<file path="config.mk">
export PLATFORM = sky130hd
export DESIGN_NAME = mee_cell
export DESIGN_NICKNAME = d
export VERILOG_FILES = /design/src/design/mee_cell.sv
export SDC_FILE = /design/constraint.sdc
export NUM_CORES = 2
export LEC_CHECK = 0
export BUFFER_PORTS_ARGS = -buffer_cell sky130_fd_sc_hd__buf_2
export CORE_MARGIN = 1
export CORE_UTILIZATION = 40
export DETAILED_ROUTE_END_ITERATION = 7
export PLACE_DENSITY_LB_ADDON = 0.25
export SETUP_SLACK_MARGIN = 0.02
export SLEW_MARGIN = 20
export SYNTH_ARGS = -nofsm -noshare
export SYNTH_HDL_FRONTEND = slang
export SYNTH_SLANG_ARGS = --single-unit
</file>
<file path="constraint.sdc">
create_clock -name clk -period 20.7 [get_ports clk]
set_input_delay 2.07 -clock clk [delete_from_list [all_inputs] [get_ports clk]]
set_output_delay 2.07 -clock clk [all_outputs]
set_load 0.05 [all_outputs]
</file>
<file path="src/design/mee_cell.sv">
// One multiplier cell of the chain: shifts the incoming sum up one digit and adds a digit product.
`default_nettype none
module mee_cell #(
	parameter int MAG_W = 36,
	parameter int DIG_W = 18
) (
	input  wire logic                     clk,
	input  wire logic [MAG_W+2*DIG_W-1:0] acc_in,
	input  wire logic [MAG_W-1:0]         a_in,
	input  wire logic [2*DIG_W-1:0]       b_in,
	output logic      [MAG_W+2*DIG_W-1:0] acc_s1,
	output logic      [MAG_W-1:0]         a_s1,
	output logic      [2*DIG_W-1:0]       b_s1
);
	localparam int ACC_W = MAG_W + 2 * DIG_W;

	logic [MAG_W+DIG_W-1:0] digit_prod;

	assign digit_prod = a_in * b_in[2*DIG_W-1:DIG_W];

	always_ff @(posedge clk) begin
		acc_s1 <= (acc_in << DIG_W) + ACC_W'(digit_prod);
		a_s1   <= a_in;
		b_s1   <= b_in << DIG_W;
	end
endmodule
`default_nettype wire

</file>
# ---- Word-level counts from Yosys, hierarchy flattened
# Cells that the tools add are included.
# W data, S select, Z words.
dict set report totals {
  regBits 126
  input_bits 145
  word_cells 5
}
dict set report op_classes {
  add_sub_neg 1
  n_mul 1
}
# operator count
set op_table {}
lappend op_table {{$add A72 B54 Y72} 1}
lappend op_table {{$mul A36 B18 Y54} 1}

# ---- Depth between registers and ports, before layout
dict set report logic_depth {
  word_depth 2
  ltp_mapped 26
  depth_no_buf 23
}

# ---- Worst setup path before layout
# OpenSTA, ideal clock, no wires.
dict set report synth_path {
  path_type {input to register}
  start {input port a_in[23]}
  end {register acc_s1[53]}
  t_arrival_ps 8010
  path_slack_ps 12565
  stages 25
  path_buffers 3
  path_cell_list {clkbuf_1 clkbuf_1 nand2_1 fa_1 inv_1 fa_1 inv_1 fa_1 inv_1 fa_1 fa_1 inv_1 fa_1 inv_1 ha_1 buf_2 nand2_1 or4_1 o32ai_1 nor4_1 a21o_1 o31a_1 o21ai_1 a221oi_1 xnor2_1}
}
dict set report synth_between {
  elab_chain_cells 2
}
# element line
set synth_lines {}
lappend synth_lines {{start, declared} 9} ;# input wire logic [MAG_W-1:0] a_in,
lappend synth_lines {{$mul A36 B18 Y54} 19} ;# assign digit_prod = a_in * b_in[2*DIG_W-1:DIG_W];
lappend synth_lines {{$add A72 B54 Y72} 22} ;# acc_s1 <= (acc_in << DIG_W) + ACC_W'(digit_prod);
lappend synth_lines {{end signal, assigned} 22}
lappend synth_lines {{end, declared} 11} ;# output logic [MAG_W+2*DIG_W-1:0] acc_s1,
# Every way passes these cells.

# ---- Worst setup path in the final report
dict set report layout_path {
  start {input port b_in[22]}
  end {register acc_s1[56]}
}
dict set report layout_between {
  elab_chain_cells 2
}
# element line
set layout_lines {}
lappend layout_lines {{start, declared} 10} ;# input wire logic [2*DIG_W-1:0] b_in,
lappend layout_lines {{$mul A36 B18 Y54} 19}
lappend layout_lines {{$add A72 B54 Y72} 22}
# Every way passes these cells.

==> key figures <==
Global route
  – Global-route wire length before repair: 113 mm
  – GRT Total Usage: 0.236
  – Vias in the first global route: 20.4k
  – Initial antenna violation count: 2
  – Gr ovfl total: 0
  – Largest net degree at the start of global routing: 37

Clock network
  – # resized after CTS: 0
  – Max Buffers Root-to-Sink: 2
  – H-tree depth: 4
  – CTS tree: done
  – Postcts setup bufs: 0
  – Hold_buf cts: 0
  – Clk slew on worst S/H paths: 80 ps
  – CTS Sinks: 126
  – CTS buffer count: 17
  – CTS Root Cell: clkbuf_16

Drt
  – DRC viols: 0
  – Via count: 18.4k
  – Met3 WL post-DR: 3.55 mm
  – Vias per Instance: 4.97
  – DR WL met2: 36.7 mm
  – Drt first-iter violations: 852
  – DR top layer: met4
  – DRT Pass-1 Iters: 7
  – Routed WL per cell: 19.0 um
  – Routed Antenna Nets: 0
  – Total Wirelength: 70.4 mm
  – Metal1 wirelength: 27.3 mm

Setup path
  – Worst endpoint required time: 21120 ps
  – Startpoint types: primary input
  – Crit path DAT: 9420 ps
  – Setup crit end kind: register
  – Crit Path Category: primary input to register
  – Crit path capture: acc_s1[56]
  – CP max FO: 36
  – Crit. Startpoint: b_in[22]

Floorplanning
  – Io pins: 289
  – Die height: 251 um
  – Core area: 60800 um^2
  – Initial Util: 0.408
  – Die area: 63000 um^2
  – Die W: 251 um
  – # rows: 90

Timing
  – Final Hold Viols: 0
  – Unrepaired setup endpoints after global routing: false
  – Fin crit share: 0.435
  – Slew HR: 0.336
  – Max Slew Vio Count: 0
  – Minimum clock period: 9010 ps
  – Fmax: 111 MHz
  – Final setup vio count: 0
  – Worst Tran Pin Value: 995 ps
  – Final setup TNS: 0 ps

Yosys
  – Synthesized area per cell: 8.94 um^2
  – Syn Inst Count: 2771
  – FFs w/ async S/R, synth: 0
  – Cell taking the most area after synthesis: fa_1
  – Post-synth EDFFs: 0
  – Seq cells post-synth: 126
  – Yosys warnings: 0
  – Post-synthesis sequential area ratio: 0.102
  – Post-synth top area share: 0.469
  – Most used standard cell by instance count after synthesis: inv_1
  – Unique masters post-synth: 56
  – Area contributors post-synth: fa_1, inv_1, dfxtp_1
  – Synthesized area: 24800 um^2
  – Main flop type after synthesis: dfxtp_1
  – Most frequent cells after synthesis: inv_1, fa_1, nand2_1

Place
  – Port bufs: 252
  – GPL Wtd Cong: 0.863
  – DPL Wire Length: 54.3 mm

Cells and area
  – Layout cells sized above 1: 0.102
  – Layout area overhead: 9.01%
  – Fin nets: 3770
  – Filler Cells Inserted: 6058

Run status
  – Status: finished, final reports clean

Run
  – Max Cap Viol: 0

Worst hold path
  – Hold WC Path Type: primary input to register
==> critical path: stages <==
cell and delay, ps:
buf_2 730, nand2_1 170, fa_1 520, fa_1 570
fa_1 440, fa_1 550, inv_1 50, fa_1 470
inv_1 50, fa_1 470, inv_1 40, ha_1 380
nand2_1 80, o21ai_0 590, nand3_1 200, a31oi_1 420
o31ai_2 90, buf_4 180, nor4_1 630, a211oi_1 200
a211oi_1 320, xor2_1 180
==> metal layers <==
metal,track usage,up-vias
li1,-,8202
met1,0.275,9541
met2,0.429,524
met3,0.0364,118
met5,0,-
met4,0.103,0
==> state kept, by name (all words and copies together) (netlist names) <==
register,cells
acc_s1,72
a_s1,36
b_s1,18
==> area by class of cell <==
class / count / area, um^2 / share of cell area
diodes: 2 / 5.00 / 0.000185
clock buffers: 17 / 425 / 0.0157
clock inverters: 15 / 160 / 0.00593
inverters: 708 / 2660 / 0.0984
multi-input cells: 1792 / 19000 / 0.703
flip-flops and latches: 126 / 2520 / 0.0934
well taps: 782 / 978 / 0.0362
repair buffers: 254 / 1280 / 0.0472
==> cells by family (layout without fill, tap and decap cells) <==
kind of cell	count (synthesis)	in the layout	synth area share
adders and majority gates	726	726	0.542
other	1	20	0.000151
buffers and inverters	870	994	0.135
xor gates and xnor gates	64	64	0.0226
and+or+nand+nor	811	811	0.153
DFF	126	126	0.102
AOI/OAI and AO/OA	173	173	0.0456
==> worst min-delay path by stage <==
stage               end     start  cells past startpoint
6_report       b_s1[29]  b_in[11]                      1
5_1_grt        b_s1[26]   b_in[8]                      1
4_1_cts        b_s1[26]   b_in[8]                      1
3_5_place_dp   b_s1[32]  b_in[14]                      1
3_3_place_gp   b_s1[21]   b_in[3]                      1
2_1_floorplan   a_s1[0]   a_in[0]                      0
==> stage by stage <==
stage / hold WS [ps] / utilization / setup slack, ps / cells / area [um^2]
2_1_floorplan: 2100 / - / 12570 / 2788 / 24800
3_3_place_gp: 2170 / 0.435 / 11290 / 3662 / 26400
3_5_place_dp: 2170 / 0.435 / 11240 / 3662 / 26400
4_1_cts: 1640 / 0.444 / 11750 / 3694 / 27000
5_1_grt: 1650 / 0.444 / 11280 / 3695 / 27000
6_report: 1680 / 0.444 / 11690 / 3696 / 27000
==> cell usage in the layout, fill, tap and decap left out, types with 3 or more instances in the layout <==
cell       synthesis  final
a211oi_1           5      5
a21o_1            29     29
a21oi_1           60     60
a31oi_1            6      6
and2_1           218    218
and3_1            10     10
and4_1             3      3
buf_2              1    252
clkbuf_16          0     17
conb_1             1     18
dfxtp_1          126    126
fa_1             580    580
ha_1             146    146
inv_1            708    708
inv_6              0      5
inv_8              0      6
nand2_1          479    479
nand3_1           15     15
nand4_1           16     16
nor2_1            36     36
nor2b_1            6      6
nor3_1             5      5
nor3_2             3      3
nor3b_1            4      4
nor4_1             5      5
o21a_1             4      4
o21ai_0           31     31
o21bai_1          11     11
o31ai_1            3      3
or3_1              3      3
xnor2_1           41     41
xor2_1            23     23
Power is not shown: default switching activity piles up to over one toggle a cycle in this logic, so the estimate is an artifact.
